`src/sv/clcd_pkg.sv`:
```
package clcd_pkg;

   // Line buffer sizing.
   localparam int BUFFER_SIZE = 64;
   localparam int LEN_W = $clog2(BUFFER_SIZE);
   localparam int STORED_CHARS = 8;
   localparam int STORE_IDX_W = $clog2(STORED_CHARS);

   // Queue between the line editor and the result sequencer.
   localparam int ACT_DEPTH = 4;
   localparam int ACT_PTR_W = $clog2(ACT_DEPTH);
   localparam int ACT_CNT_W = $clog2(ACT_DEPTH + 1);

   // Request codes.
   localparam logic REQ_BYTE = 1'b0;
   localparam logic REQ_FLUSH = 1'b1;

   // Result kinds.
   localparam logic [1:0] KIND_ECHO = 2'd0;
   localparam logic [1:0] KIND_COLOUR = 2'd1;
   localparam logic [1:0] KIND_UNKNOWN = 2'd2;
   localparam logic [1:0] KIND_REJECT = 2'd3;

   // Characters with a special meaning on the console.
   localparam logic [7:0] CHAR_BEL = 8'h07;
   localparam logic [7:0] CHAR_BS = 8'h08;
   localparam logic [7:0] CHAR_LF = 8'h0A;
   localparam logic [7:0] CHAR_CR = 8'h0D;
   localparam logic [7:0] CHAR_SPACE = 8'h20;
   localparam logic [7:0] CHAR_TILDE = 8'h7E;
   localparam logic [7:0] CHAR_DEL = 8'h7F;

   // Command table: text, length and the LED levels it selects.
   localparam int CMD_COUNT = 5;
   localparam int CMD_MAX_LEN = 7;
   localparam int CMD_LEN_W = $clog2(CMD_MAX_LEN + 1);
   localparam logic [7:0] LEVEL_ON = 8'd255;
   localparam logic [7:0] LEVEL_OFF = 8'd0;

   localparam logic [7:0] CMD_TEXT [CMD_COUNT][CMD_MAX_LEN] = '{
      '{"L", "E", "D", "_", "O", "N", 8'h00},
      '{"L", "E", "D", "_", "O", "F", "F"},
      '{"R", "E", "D", 8'h00, 8'h00, 8'h00, 8'h00},
      '{"G", "R", "E", "E", "N", 8'h00, 8'h00},
      '{"B", "L", "U", "E", 8'h00, 8'h00, 8'h00}
   };
   localparam logic [CMD_LEN_W-1:0] CMD_LEN [CMD_COUNT] = '{3'd6, 3'd7, 3'd3, 3'd5, 3'd4};
   localparam logic [7:0] CMD_RED [CMD_COUNT] = '{LEVEL_ON, LEVEL_OFF, LEVEL_ON, LEVEL_OFF,
                                                  LEVEL_OFF};
   localparam logic [7:0] CMD_GREEN [CMD_COUNT] = '{LEVEL_ON, LEVEL_OFF, LEVEL_OFF, LEVEL_ON,
                                                    LEVEL_OFF};
   localparam logic [7:0] CMD_BLUE [CMD_COUNT] = '{LEVEL_ON, LEVEL_OFF, LEVEL_OFF, LEVEL_OFF,
                                                   LEVEL_ON};

   // Work the line editor hands to the result sequencer.
   typedef enum logic [1:0] {
      ACT_ECHO,
      ACT_ERASE,
      ACT_END
   } act_kind_type;

   // Outcome of an ended line.
   typedef enum logic [1:0] {
      VERDICT_NONE,
      VERDICT_COLOUR,
      VERDICT_UNKNOWN,
      VERDICT_REJECT
   } verdict_type;

   typedef struct packed {
      act_kind_type kind;
      logic [7:0] echo_byte;
      verdict_type verdict;
      logic [7:0] red;
      logic [7:0] green;
      logic [7:0] blue;
   } action_type;

   typedef struct packed {
      logic req_type;
      logic [7:0] rx_byte;
   } req_item_type;

   typedef struct packed {
      logic [1:0] out_kind;
      logic [7:0] echo_byte;
      logic [7:0] red;
      logic [7:0] green;
      logic [7:0] blue;
      logic last;
   } rsp_item_type;

endpackage

```
`src/sv/clcd_front.sv`:
```
module clcd_front (
   input logic clock,
   input logic reset,
   input logic push,
   output logic full,
   input clcd_pkg::req_item_type req_data,
   output logic act_push,
   output clcd_pkg::action_type act_data,
   input logic act_full
);

   logic [7:0] chars_ff [clcd_pkg::STORED_CHARS];
   logic [clcd_pkg::LEN_W-1:0] length_ff;
   logic [clcd_pkg::LEN_W-1:0] length_in;
   logic overflow_ff;
   logic overflow_in;
   logic skip_ff;
   logic skip_in;
   logic accept;
   logic char_wr;
   logic [7:0] ch;
   logic cmd_found;
   logic [7:0] lvl_red;
   logic [7:0] lvl_green;
   logic [7:0] lvl_blue;
   logic cmd_hit [clcd_pkg::CMD_COUNT];
   clcd_pkg::verdict_type verdict;

   // Every accepted item needs room for one action, whether or not it makes one.
   assign full = act_full;
   assign accept = push && !act_full;
   assign ch = req_data.rx_byte;

   // Compare the held line against each command.
   always_comb begin
      for (int c = 0; c < clcd_pkg::CMD_COUNT; c++) begin
         cmd_hit[c] = (length_ff == clcd_pkg::LEN_W'(clcd_pkg::CMD_LEN[c]));
         for (int i = 0; i < clcd_pkg::CMD_MAX_LEN; i++) begin
            if ((clcd_pkg::CMD_LEN_W'(i) < clcd_pkg::CMD_LEN[c]) &&
                (chars_ff[i] != clcd_pkg::CMD_TEXT[c][i])) begin
               cmd_hit[c] = 1'b0;
            end
         end
      end
   end

   // The first matching command picks the LED levels.
   always_comb begin
      cmd_found = 1'b0;
      lvl_red = '0;
      lvl_green = '0;
      lvl_blue = '0;
      for (int c = 0; c < clcd_pkg::CMD_COUNT; c++) begin
         if (cmd_hit[c] && !cmd_found) begin
            cmd_found = 1'b1;
            lvl_red = clcd_pkg::CMD_RED[c];
            lvl_green = clcd_pkg::CMD_GREEN[c];
            lvl_blue = clcd_pkg::CMD_BLUE[c];
         end
      end
   end

   // Classify the line as it would be ended now.
   always_comb begin
      priority if (overflow_ff) begin
         verdict = clcd_pkg::VERDICT_REJECT;
      end else if (length_ff == '0) begin
         verdict = clcd_pkg::VERDICT_NONE;
      end else if (cmd_found) begin
         verdict = clcd_pkg::VERDICT_COLOUR;
      end else begin
         verdict = clcd_pkg::VERDICT_UNKNOWN;
      end
   end

   // Edit the line and decide which action, if any, this item makes.
   always_comb begin
      length_in = length_ff;
      overflow_in = overflow_ff;
      skip_in = skip_ff;
      char_wr = 1'b0;
      act_push = 1'b0;
      act_data.kind = clcd_pkg::ACT_ECHO;
      act_data.echo_byte = ch;
      act_data.verdict = verdict;
      act_data.red = lvl_red;
      act_data.green = lvl_green;
      act_data.blue = lvl_blue;
      if (accept) begin
         priority if (req_data.req_type == clcd_pkg::REQ_FLUSH) begin
            length_in = '0;
            overflow_in = 1'b0;
            skip_in = 1'b0;
         end else if (ch == clcd_pkg::CHAR_CR ||
                      (ch == clcd_pkg::CHAR_LF && !skip_ff)) begin
            act_push = 1'b1;
            act_data.kind = clcd_pkg::ACT_END;
            length_in = '0;
            overflow_in = 1'b0;
            skip_in = (ch == clcd_pkg::CHAR_CR);
         end else if (ch == clcd_pkg::CHAR_LF) begin
            // Line feed right after a carriage return is swallowed.
            skip_in = 1'b0;
         end else if (ch == clcd_pkg::CHAR_BS || ch == clcd_pkg::CHAR_DEL) begin
            skip_in = 1'b0;
            if (length_ff != '0) begin
               length_in = length_ff - clcd_pkg::LEN_W'(1);
               act_push = 1'b1;
               act_data.kind = clcd_pkg::ACT_ERASE;
            end
         end else if (ch >= clcd_pkg::CHAR_SPACE && ch <= clcd_pkg::CHAR_TILDE) begin
            skip_in = 1'b0;
            if (length_ff < clcd_pkg::LEN_W'(clcd_pkg::BUFFER_SIZE - 1)) begin
               char_wr = (length_ff < clcd_pkg::LEN_W'(clcd_pkg::STORED_CHARS));
               length_in = length_ff + clcd_pkg::LEN_W'(1);
               act_push = 1'b1;
            end else begin
               // The bell rings only on the first character that does not fit.
               act_push = !overflow_ff;
               act_data.echo_byte = clcd_pkg::CHAR_BEL;
               overflow_in = 1'b1;
            end
         end else begin
            skip_in = 1'b0;
         end
      end
   end

   // Line state registers.
   always_ff @(posedge clock) begin
      if (reset) begin
         length_ff <= '0;
         overflow_ff <= 1'b0;
         skip_ff <= 1'b0;
      end else begin
         length_ff <= length_in;
         overflow_ff <= overflow_in;
         skip_ff <= skip_in;
      end
   end

   // Only the first characters of a line are kept.
   always_ff @(posedge clock) begin
      if (char_wr) begin
         chars_ff[length_ff[clcd_pkg::STORE_IDX_W-1:0]] <= ch;
      end
   end

endmodule

```
`src/sv/clcd_action_queue.sv`:
```
module clcd_action_queue (
   input logic clock,
   input logic reset,
   input logic wr_en,
   input clcd_pkg::action_type wr_data,
   output logic full,
   output logic rd_valid,
   output clcd_pkg::action_type rd_data,
   input logic rd_en
);

   clcd_pkg::action_type entry_ff [clcd_pkg::ACT_DEPTH];
   logic [clcd_pkg::ACT_PTR_W-1:0] wr_ptr_ff;
   logic [clcd_pkg::ACT_PTR_W-1:0] rd_ptr_ff;
   logic [clcd_pkg::ACT_CNT_W-1:0] count_ff;
   logic do_wr;
   logic do_rd;

   assign full = (count_ff == clcd_pkg::ACT_CNT_W'(clcd_pkg::ACT_DEPTH));
   assign rd_valid = (count_ff != '0);
   assign rd_data = entry_ff[rd_ptr_ff];
   assign do_wr = wr_en && !full;
   assign do_rd = rd_en && rd_valid;

   // Pointers and fill count.
   always_ff @(posedge clock) begin
      if (reset) begin
         wr_ptr_ff <= '0;
         rd_ptr_ff <= '0;
         count_ff <= '0;
      end else begin
         if (do_wr) begin
            wr_ptr_ff <= wr_ptr_ff + clcd_pkg::ACT_PTR_W'(1);
         end
         if (do_rd) begin
            rd_ptr_ff <= rd_ptr_ff + clcd_pkg::ACT_PTR_W'(1);
         end
         if (do_wr && !do_rd) begin
            count_ff <= count_ff + clcd_pkg::ACT_CNT_W'(1);
         end else if (do_rd && !do_wr) begin
            count_ff <= count_ff - clcd_pkg::ACT_CNT_W'(1);
         end
      end
   end

   // Queue storage.
   always_ff @(posedge clock) begin
      if (do_wr) begin
         entry_ff[wr_ptr_ff] <= wr_data;
      end
   end

endmodule

```
`src/sv/clcd_back.sv`:
```
module clcd_back (
   input logic clock,
   input logic reset,
   input logic act_valid,
   input clcd_pkg::action_type act_data,
   output logic act_pop,
   output logic empty,
   input logic pop,
   output clcd_pkg::rsp_item_type rsp_data
);

   clcd_pkg::rsp_item_type buf_ff [2];
   logic wr_ptr_ff;
   logic rd_ptr_ff;
   logic [1:0] count_ff;
   logic [1:0] step_ff;
   logic [1:0] step_in;
   logic [1:0] last_step;
   logic buf_full;
   logic emit;
   logic do_pop;
   clcd_pkg::rsp_item_type item;

   assign buf_full = (count_ff == 2'd2);
   assign empty = (count_ff == 2'd0);
   assign rsp_data = buf_ff[rd_ptr_ff];
   assign emit = act_valid && !buf_full;
   assign do_pop = pop && !empty;

   // Build the result for the current step of the head action.
   always_comb begin
      item.out_kind = clcd_pkg::KIND_ECHO;
      item.echo_byte = '0;
      item.red = '0;
      item.green = '0;
      item.blue = '0;
      last_step = 2'd0;
      unique case (act_data.kind)
         clcd_pkg::ACT_ECHO: begin
            item.echo_byte = act_data.echo_byte;
         end
         clcd_pkg::ACT_ERASE: begin
            last_step = 2'd2;
            item.echo_byte = (step_ff == 2'd1) ? clcd_pkg::CHAR_SPACE : clcd_pkg::CHAR_BS;
         end
         clcd_pkg::ACT_END: begin
            last_step = (act_data.verdict == clcd_pkg::VERDICT_NONE) ? 2'd1 : 2'd2;
            priority if (step_ff == 2'd0) begin
               item.echo_byte = clcd_pkg::CHAR_CR;
            end else if (step_ff == 2'd1) begin
               item.echo_byte = clcd_pkg::CHAR_LF;
            end else begin
               unique case (act_data.verdict)
                  clcd_pkg::VERDICT_COLOUR: begin
                     item.out_kind = clcd_pkg::KIND_COLOUR;
                     item.red = act_data.red;
                     item.green = act_data.green;
                     item.blue = act_data.blue;
                  end
                  clcd_pkg::VERDICT_UNKNOWN: item.out_kind = clcd_pkg::KIND_UNKNOWN;
                  clcd_pkg::VERDICT_REJECT: item.out_kind = clcd_pkg::KIND_REJECT;
                  default: item.out_kind = clcd_pkg::KIND_ECHO;
               endcase
            end
         end
         default: begin
            item.echo_byte = '0;
         end
      endcase
      item.last = (step_ff == last_step);
   end

   // Advance through the steps; the action leaves the queue with its last result.
   always_comb begin
      step_in = step_ff;
      act_pop = 1'b0;
      if (emit) begin
         if (item.last) begin
            step_in = 2'd0;
            act_pop = 1'b1;
         end else begin
            step_in = step_ff + 2'd1;
         end
      end
   end

   // Step counter and two-entry output buffer control.
   always_ff @(posedge clock) begin
      if (reset) begin
         step_ff <= 2'd0;
         wr_ptr_ff <= 1'b0;
         rd_ptr_ff <= 1'b0;
         count_ff <= 2'd0;
      end else begin
         step_ff <= step_in;
         if (emit) begin
            wr_ptr_ff <= !wr_ptr_ff;
         end
         if (do_pop) begin
            rd_ptr_ff <= !rd_ptr_ff;
         end
         if (emit && !do_pop) begin
            count_ff <= count_ff + 2'd1;
         end else if (do_pop && !emit) begin
            count_ff <= count_ff - 2'd1;
         end
      end
   end

   // Output buffer storage.
   always_ff @(posedge clock) begin
      if (emit) begin
         buf_ff[wr_ptr_ff] <= item;
      end
   end

endmodule

```
`src/sv/console_line_command_decoder.sv`:
```
// Console line editor and command decoder. Each received byte or flush request
// is taken whenever the internal action queue has room, so items may arrive
// back to back; the line state is updated at once. Each item makes zero to
// three result transfers (a printable echo or bell makes one, an erase makes
// three, an ended line makes two or three), and the result sequencer emits one
// result per cycle into a two-entry output buffer while an action is queued and
// that buffer has room. When nothing is queued ahead of it, the first result of
// an item passes through the action queue and then the output buffer before it
// reaches the result ports. No clearing pass is needed after reset.
module console_line_command_decoder (
   input logic clock,
   input logic reset,
   input logic push,
   output logic full,
   input clcd_pkg::req_item_type req_data,
   output logic empty,
   input logic pop,
   output clcd_pkg::rsp_item_type rsp_data
);

   logic act_push;
   logic act_full;
   logic act_valid;
   logic act_pop;
   clcd_pkg::action_type act_wr_data;
   clcd_pkg::action_type act_rd_data;

   // Line editor and classifier.
   clcd_front u_front (
      .clock(clock),
      .reset(reset),
      .push(push),
      .full(full),
      .req_data(req_data),
      .act_push(act_push),
      .act_data(act_wr_data),
      .act_full(act_full)
   );

   // Queue that decouples editing from result delivery.
   clcd_action_queue u_queue (
      .clock(clock),
      .reset(reset),
      .wr_en(act_push),
      .wr_data(act_wr_data),
      .full(act_full),
      .rd_valid(act_valid),
      .rd_data(act_rd_data),
      .rd_en(act_pop)
   );

   // Result sequencer and output buffer.
   clcd_back u_back (
      .clock(clock),
      .reset(reset),
      .act_valid(act_valid),
      .act_data(act_rd_data),
      .act_pop(act_pop),
      .empty(empty),
      .pop(pop),
      .rsp_data(rsp_data)
   );

`ifndef ASSERT_OFF
   // The editor never pushes an action into a full queue.
   assert property (@(posedge clock) disable iff (reset) act_push |-> !act_full)
      else $error("action pushed into full queue");

   // Colour, unknown and reject results always close out their item.
   assert property (@(posedge clock) disable iff (reset)
      (!empty && rsp_data.out_kind != clcd_pkg::KIND_ECHO) |-> rsp_data.last)
      else $error("command result not marked last");

   // Echo results carry no LED levels.
   assert property (@(posedge clock) disable iff (reset)
      (!empty && rsp_data.out_kind == clcd_pkg::KIND_ECHO) |->
      (rsp_data.red == '0 && rsp_data.green == '0 && rsp_data.blue == '0))
      else $error("echo result carries LED levels");

   // The result side is empty right after reset.
   assert property (@(posedge clock) $past(reset) |-> empty)
      else $error("results present after reset");
`endif

endmodule

```
`config.mk`:
```
export PLATFORM = sky130hd
export DESIGN_NAME = console_line_command_decoder
export DESIGN_NICKNAME = d
export VERILOG_FILES = /design/src/sv/clcd_pkg.sv /design/src/sv/clcd_front.sv /design/src/sv/clcd_action_queue.sv /design/src/sv/clcd_back.sv /design/src/sv/console_line_command_decoder.sv
export SDC_FILE = /design/constraint.sdc
export NUM_CORES = 1
export LEC_CHECK = 0
export ABC_AREA = 0
export CAP_MARGIN = 25
export CORE_AREA = 2 2 110 139
export CTS_BUF_LIST = sky130_fd_sc_hd__clkbuf_16
export DETAILED_ROUTE_END_ITERATION = 7
export DIE_AREA = 0 0 112 141
export DONT_BUFFER_PORTS = 1
export GPL_TIMING_DRIVEN = 0
export PLACE_DENSITY = 0.65
export SLEW_MARGIN = 20
export SYNTH_ARGS = -nofsm -noshare
export SYNTH_HDL_FRONTEND = slang
export SYNTH_SLANG_ARGS = --single-unit
```
`constraint.sdc`:
```
create_clock -name clock -period 4 [get_ports clock]
set_input_delay 0.6 -clock clock [delete_from_list [all_inputs] [get_ports clock]]
set_output_delay 0.6 -clock clock [all_outputs]
set_load 0.005 [all_outputs]
```
== After elaboration in Yosys (flattened, before gate mapping) ==
Memory sizes are Yosys's and may differ from the RTL's. A register that Yosys moved wholly into a read port is not among the register bits.
Index checks and enable logic that the tools add are counted.
Storage, ports and cells
  flip-flop bits (word level): 21
  RAM bits: 278
  input port bits: 13
  output and inout port bits: 37
  memories kept: 3
Cells by class
  $add $sub $neg: 9
  $lt $le $gt $ge: 4
  equality and inequality tests: 39
  multiplexer cells: 114
  reduce and logical (&&, ||, !) cells: 46
Memories
  u_queue.entry_ff: depth 4, bits a word 36, rd ports 1, clocked after Yosys merged registers in 1, write ports 1, line clcd_action_queue.sv:12  | clcd_pkg::action_type entry_ff [clcd_pkg::ACT_DEPTH];
  u_back.buf_ff: depth 2, bits a word 35, rd ports 1, clocked after Yosys merged registers in 1, write ports 1, line clcd_back.sv:12  | clcd_pkg::rsp_item_type buf_ff [2];
  u_front.chars_ff: depth 8, bits a word 8, rd ports 7, clocked after Yosys merged registers in 0, write ports 1, line clcd_front.sv:12  | logic [7:0] chars_ff [clcd_pkg::STORED_CHARS];
Operators with widths (count)
  8-bit by 7-bit inequality test with 1-bit output, second input constant: 17
  8-bit two-way mux: 15
  24-bit two-way mux: 4
  1-bit two-way mux: 65
  6-bit two-way mux: 8
  10-bit two-way mux: 3
  2-bit two-way mux: 13
  6-bit by 3-bit == test with 1-bit output, second input constant: 4
  8-bit by 4-bit == test with 1-bit output, second input constant: 3
  8-bit one-hot mux with 3 select lines: 1
  1-bit logical AND: 15
  1-bit logical NOT: 15
  5-bit AND reduction: 2
  2-bit by 1-bit adder with 2-bit output, second input constant: 4
  2-bit == test, second input constant: 4
  8-bit by 7-bit == test with 1-bit output, second input constant: 1
  8-bit by 6-bit >= comparator with 1-bit output, second input constant: 1
  8-bit by 7-bit <= comparator with 1-bit output, second input constant: 1
  2-bit logical NOT: 4
  4-bit nonzero test: 2
  6-bit by 1-bit adder with 6-bit output, second input constant: 1
  2-bit by 1-bit == test with 1-bit output, second input constant: 3
  6-bit by 2-bit == test with 1-bit output, second input constant: 1
  6-bit logical NOT: 1
  other kinds (19): 24

== Logic depth before layout (Yosys ltp) ==
Gate-level depths: netlist of the first run.
An unclocked memory read counts as a cell.
  depth in word-level cells: 24
  gate-level depth with buffers: 14
  gate-level depth less buffers: 12

== Hierarchy ==
From an unflattened synthesis of the first run, not the netlist that was laid out.
Second synthesis, totals
  cell total of the unflattened synthesis: 703
  area, all modules: 12075.3 um^2
Modules (own cells, without submodules)
  clcd_action_queue: times used 1, cells each 236, area an instance 5706.7 um^2
  clcd_back: times used 1, cells each 209, area an instance 3286.9 um^2
  clcd_front: times used 1, cells each 258, area an instance 3081.7 um^2

== Worst setup path after synthesis of the first run ==
Ideal clock, no wire load.
  path type: reg2reg
  start point: register with a tool-made name
  end point: register u_queue.count_ff[2] (netlist name)
  library setup time: 0.071 ns
  data arrival time: 3.289 ns
  data required time: 3.929 ns
  slack: 0.640 ns
  cell stages (with the launch flop): 15
  buffers on the path: 2
  cell sequence: dfxtp_1 -> buf_6 -> buf_2 -> mux4_2 -> inv_1 -> ha_1 -> nor3b_2 -> mux2i_1 -> nand3_1 -> ha_1 -> inv_1 -> fa_1 -> xor2_1 -> or3_1 -> a21oi_1
RTL lines
  end signal, assigned: line clcd_action_queue.sv:39  | count_ff <= count_ff + clcd_pkg::ACT_CNT_W'(1);
  end signal, assigned: line clcd_action_queue.sv:41  | count_ff <= count_ff - clcd_pkg::ACT_CNT_W'(1);
  end, declared: line clcd_action_queue.sv:15  | logic [clcd_pkg::ACT_CNT_W-1:0] count_ff;

==> results of run 1 <==
state kept, by name, indices dropped and copies added (netlist names), 3 cells and up, named ones only:
name and cells:
u_queue.entry_ff 60, u_queue.count_ff 3, u_front.chars_ff 56, u_front.length_ff 6, u_back.buf_ff 28
worst max path at each step:
| stage | from | to | cells after the start |
|---|---|---|---|
| 2_1_floorplan | flip-flop | u_queue.count_ff[2] | 14 |
| 3_3_place_gp | flip-flop | u_queue.count_ff[2] | 13 |
| 3_5_place_dp | flip-flop | u_queue.count_ff[2] | 13 |
| 4_1_cts | flip-flop | u_queue.count_ff[2] | 13 |
| 5_1_grt | flip-flop | u_queue.count_ff[2] | 13 |
| 6_report | flip-flop | u_queue.count_ff[2] | 13 |
layout by cell type, fill, tap and decap left out, drive strengths merged, types with 9 or more instances in the layout:
master	instances
a21oi	13
nand3	9
edfxtp	144
o21ai	10
dfxtp	24
clkbuf	27
inv	26
and2	9
nor2b	11
mux4	15
mux2	14
ha	17
xor2	9
nand2b	14
nor2	41
nand2	17
buf	23
through the flow:
step | hold slack [ns] | setup WS, ns
after floorplan | 0.432 | 0.640
after global placement | 0.453 | 0.274
after detailed placement | 0.458 | 0.199
after CTS | 0.257 | 0.124
after global routing | 0.245 | 0.188
final | 0.268 | 0.418
final cells by class:
cell class | instances | share of cell area, %
plain buffers | 32 | 2.59
clock buffers | 17 | 5.27
clock inverters | 15 | 1.94
inverters | 17 | 0.791
multi-input cells | 273 | 27.0
flip-flops and latches | 168 | 59.6
well taps | 182 | 2.82
repair buffers | 1 | 0.0620
routing by layer:
layer	vias up	GRT usage (%)	wire length, um
li1	1876	-	-
met4	0	6.10	244
met1	1963	18.8	5110
met3	15	4.82	472
met5	-	0	0
met2	104	30.7	6870
what timing repair did:
action	4_1_cts	5_1_grt
endpoints found under the setup margin	0	1
resized for setup	0	2
hold buffers	0	0
kinds of logic (layout without fill, tap and decap cells):
| kind of cell | Yosys count | in the layout | synth area share [%] |
|---|---|---|---|
| flip-flops | 168 | 168 | 66.3 |
| AND/OR/NAND/NOR | 160 | 160 | 12.8 |
| buffers and inverters | 50 | 82 | 3.81 |
| AO/OA/AOI/OAI | 46 | 46 | 4.37 |
| multiplexers | 36 | 36 | 7.85 |
| adder cells (fa/ha/maj) | 19 | 19 | 3.49 |
| XOR/XNOR | 12 | 12 | 1.45 |
worst max-delay path: cells and delay by family (launching register included):
family          cells  cell delay [ns]
mux                 2             0.55
compound gates      1             0.15
flops               1             0.47
xor+xnor            1             0.18
simple gates        3             0.71
buf+inv             3             0.52
fa+ha+maj           3             0.91
power breakdown:
group	leakage (nW)	switching, W	internal [W]
clock	0.285	0.000731	0.000836
combinational	0.946	0.000501	0.000495
sequential	1.55	0.0000777	0.00211
==> impl_metrics.ini, run 1 <==
[run_status]
status = finished clean

[timing]
worst_pin_slew_ns = 0.813
fin_crit_sh_pct = 89.6
setup_viol = 0
setup-tns-final_ns = 0
rsz0062_at_grt = no
period_minus_slack_ns = 3.58
clock.fmax_mhz = 279
hold_viol_final = 0
skew_ns = 0.0135
max_slew_margin_pct = 45.8
maxSlewViolCount = 0

[cts]
cts_tree = done
cts_buffers = 17
h-tree-depth = 4
clk-insertion-delay-late_ns = 0.42
cts_sinks = 168
cts-root-buf = clkbuf_16
clk_path_buf_depth = 2
post_cts_buffers = 0
cts.clk_slew.worst_paths_ns = 0.07

[route]
vias = 3958
drt_first_pass_iters = 4
drtIter0Drc = 258
drc_errors = 0
vias_per_cell = 5.61
postRouteWirelength_mm = 12.7
final_antenna_net_count = 0
detail_route.wl_per_cell_um = 18.0

[layout]
syn_to_final_growth_pct = 11.3
diodes = 0
fin_cells = 705
nNetsFinal = 542
multi_input_area_mm2 = 0.00218
ff_latch_area_mm2 = 0.00480
fin_util_pct = 55.1
stdcell_area_mm2 = 0.00807
drive_gt1_share_pct = 18.9
fillers = 1204

[run]
drv_cap = 0

[setup_path]
cp-end-kind = flip-flop
worst-path-max-fanout = 10
startpoint_type = flip-flop
crit_type = flip-flop to flip-flop
arrival_ns = 3.93
max_stage_delay_ns = 0.47
crit_chain = clkbuf_2, mux4_2, inv_1, ha_1, nor3b_2, mux2i_1, nand3_1, ha_1, inv_1, fa_1, xor2_1, or3_1, a21oi_1
rrSetupSlack_ns = 0.42
rr_endpoint = u_queue.count_ff[2]
crit_slowest_cell = dfxtp_1
required_ns = 4.34
reg2reg_depth = 13

[global_routing]
track_usage_pct = 16.9
grt-ovfl-total = 0
grt_pass1_vias = 3995
antenna_found_initial = 0
grt_max_degree = 19
grt_pass1_wl_mm = 20.4

[hold_path]
hold_depth = 0
hold_end = u_front.chars_ff[0][4]
worstHoldStart = req_data[4]
hold_class = primary input to flip-flop

[placed_design]
hpwlAfterDp_mm = 8.76
io_buffers = 0
gp_congestion = 0.878
dp_cells = 673
placed_cell_area_mm2 = 0.00748

[synthesis]
synth.most_common_cell = edfxtp_1
synth_common_cells = edfxtp_1, nor2_1, dfxtp_1
syn_inst = 491
synth_top_area_share_pct = 59.6
synth_warnings = 0
synthTopCellsByArea = edfxtp_1, dfxtp_1, mux4_2
synth_edf_count = 144
async_flop_share_pct = 0
synth_area_per_cell_um2 = 14.8
synth-seq-cells = 168
syn_nets = 523
synth_area_mm2 = 0.00725
yosysSeqAreaShare_pct = 66.3
synth_top_area_cell = edfxtp_1
yosys_most_used_dff = edfxtp_1
synth.distinct_cells = 65

[die]
core_mm2 = 0.0146
die-area_mm2 = 0.0158
start_util_pct = 49.5
die_h_um = 141
io_pins = 50
row_count = 50
die_w_um = 112

[power_and_ir_drop]
power_density_mw_per_mm2 = 589
power_leakage_nw = 2.78
power_w = 0.00476
vdd_drop_max_mv = 0.319
No activity file was read; power rests on OpenSTA's default activity.
==> inputs of run 2 (changes only) <==
Settings changed: RECOVER_POWER from default to 100.
==> run 2 against run 1 <==
  * Global-route usage unchanged
  * Largest power group unchanged
  * Total power down 1.2%
  * Cell count unchanged
  * Critical path type unchanged
  * Non-clock buffer count unchanged
  * Sequential share of layout area up 0.23 points
  * Die area unchanged
  * Critical path depth unchanged
  * Setup slack worse by 0.00089 ns
==> impl_metrics.ini, run 2 (synthesized netlist as in run 1, its figures left out) <==
[run_status]
status = finished clean

[global_routing]
grt_max_degree = 19
grt-ovfl-total = 0
track_usage_pct = 16.9
grt_pass1_wl_mm = 20.4
antenna_found_initial = 0
grt_pass1_vias = 3995

[cts]
clk_path_buf_depth = 2
cts_buffers = 17
cts_sinks = 168
cts.clk_slew.worst_paths_ns = 0.07
cts_tree = done
postCtsHoldBufs = 0
h-tree-depth = 4
cts-root-buf = clkbuf_16
clk-insertion-delay-late_ns = 0.42

[timing]
fin_crit_sh_pct = 89.6
maxSlewViolCount = 0
clock.fmax_mhz = 279
max_slew_margin_pct = 23.0
skew_ns = 0.0111
setup-tns-final_ns = 0
hold_viol_final = 0
rsz0062_at_grt = no
setup_viol = 0
period_minus_slack_ns = 3.58
worst_pin_slew_ns = 1.15

[layout]
fin_util_pct = 54.9
nNetsFinal = 542
fillers = 1214
final_common_cell = edfxtp_1
most-common-layout-cells = edfxtp_1, nor2_1, dfxtp_1
drive_gt1_share_pct = 14.9
syn_to_final_growth_pct = 10.9
diodes = 0
top_register = u_queue.entry_ff
largest_register_ffs = 60

[setup_path]
required_ns = 4.34
crit_type = flip-flop to flip-flop
crit_chain = clkbuf_2, mux4_2, inv_1, ha_1, nor3b_2, mux2i_1, nand3_1, ha_1, inv_1, fa_1, xor2_1, or3_1, a21oi_1
reg2reg_depth = 13
worst-path-max-fanout = 10
startpoint_type = flip-flop
crit_slowest_cell = dfxtp_1
rr_endpoint = u_queue.count_ff[2]
cp-end-kind = flip-flop
cp_top_family = adder cells
arrival_ns = 3.93
cp.depth = 13
critPathBufInv = 3
rrSetupSlack_ns = 0.42
max_stage_delay_ns = 0.47

[route]
detail_route.wl_per_cell_um = 17.9
vias_per_cell = 5.60
drtIter0Drc = 257
final_antenna_net_count = 0
drc_errors = 0
drt_first_pass_iters = 4
postRouteWirelength_mm = 12.6
vias = 3950

[power_and_ir_drop]
power_density_mw_per_mm2 = 585
switchingPower_w = 0.00130
p_sw_share_pct = 27.6
power_frac_comb_pct = 20.1
power_w = 0.00470
power_leakage_nw = 2.77
power_frac_clock_pct = 33.3
p_int_w = 0.00340
vdd_drop_max_mv = 0.301
seqPwrFrac_pct = 46.7

[die]
die_w_um = 112
io_pins = 50
row_count = 50
die-area_mm2 = 0.0158
core_mm2 = 0.0146
start_util_pct = 49.5
die_h_um = 141

[hold_path]
hold_end = u_front.chars_ff[0][4]
worstHoldStart = req_data[4]
hold_depth = 0
hold_class = primary input to flip-flop

[run]
drv_cap = 0

[placed_design]
io_buffers = 0
hpwlAfterDp_mm = 8.76
gp_congestion = 0.878
-- run 2: changes by cell type in the layout (fill, tap and decap cells not counted), moves of 6 or more --
cell      change
buf_4        -21
clkbuf_4     +21
mux2_1       +13
mux2_2       -13
and2_0        +7
and2_1        -6
-- run 2: through the flow --
| stage | cells | worst slack (ns) | cell area [um2] | hold WS [ns] |
|---|---|---|---|---|
| after floorplan | 491 | 0.640 | 7250 | 0.432 |
| after global placement | 673 | 0.274 | 7480 | 0.453 |
| after detailed placement | 673 | 0.199 | 7480 | 0.458 |
| after CTS | 705 | 0.124 | 8060 | 0.257 |
| after global routing | 705 | 0.191 | 8040 | 0.245 |
| final | 705 | 0.417 | 8040 | 0.271 |
-- run 2: worst max-delay path by stage --
| stage | startpoint | to | slack (ns) |
|---|---|---|---|
| after global placement | flip-flop | u_queue.count_ff[2] | 0.27 |
| after CTS | flip-flop | u_queue.count_ff[2] | 0.12 |
| after detailed placement | flip-flop | u_queue.count_ff[2] | 0.20 |
| after floorplan | flip-flop | u_queue.count_ff[2] | 0.64 |
| after global routing | flip-flop | u_queue.count_ff[2] | 0.19 |
| final | flip-flop | u_queue.count_ff[2] | 0.42 |
-- run 2: power groups by stage --
| stage | clock network (W) | logic (W) | registers [W] |
|---|---|---|---|
| 3_3_place_gp | 0 | 0.000988 | 0.00222 |
| 5_1_grt | 0.00167 | 0.00106 | 0.00221 |
| 6_report | 0.00156 | 0.000943 | 0.00219 |
| 4_1_cts | 0.00159 | 0.00101 | 0.00220 |
| 2_1_floorplan | 0 | 0.000848 | 0.00221 |
| 3_5_place_dp | 0 | 0.00100 | 0.00223 |
-- run 2: layout make-up --
type	instances	area [um2]	area share, %
Sequential cell	168	4800	59.8
Multi-Input combinational cell	273	2150	26.7
Clock buffer	17	425	5.29
Tap cell	182	228	2.83
Buffer	32	209	2.60
Clock inverter	15	156	1.95
Inverter	17	63.8	0.794
Timing Repair Buffer	1	3.75	0.0467
-- run 2: repair_timing --
action                     4_1_cts  5_1_grt
setup endpoints to repair        0        1
hold endpoints to repair         0        0
buffers inserted                 0        0
gates resized for setup          0        2
-- run 2: per-layer routing --
layer | wire [um] | global-route usage (%)
met4 | 252 | 6.10
met2 | 6830 | 30.7
met3 | 472 | 4.82
met1 | 5070 | 18.8
met5 | 0 | 0
-- run 2: worst reg2reg max path: stages, from the launching register on --
cell and delay, ns:
dfxtp_1 0.47, clkbuf_2 0.35, mux4_2 0.41, inv_1 0.11, ha_1 0.28, nor3b_2 0.25, mux2i_1 0.14, nand3_1 0.16
ha_1 0.20, inv_1 0.08, fa_1 0.43, xor2_1 0.18, or3_1 0.30, a21oi_1 0.15
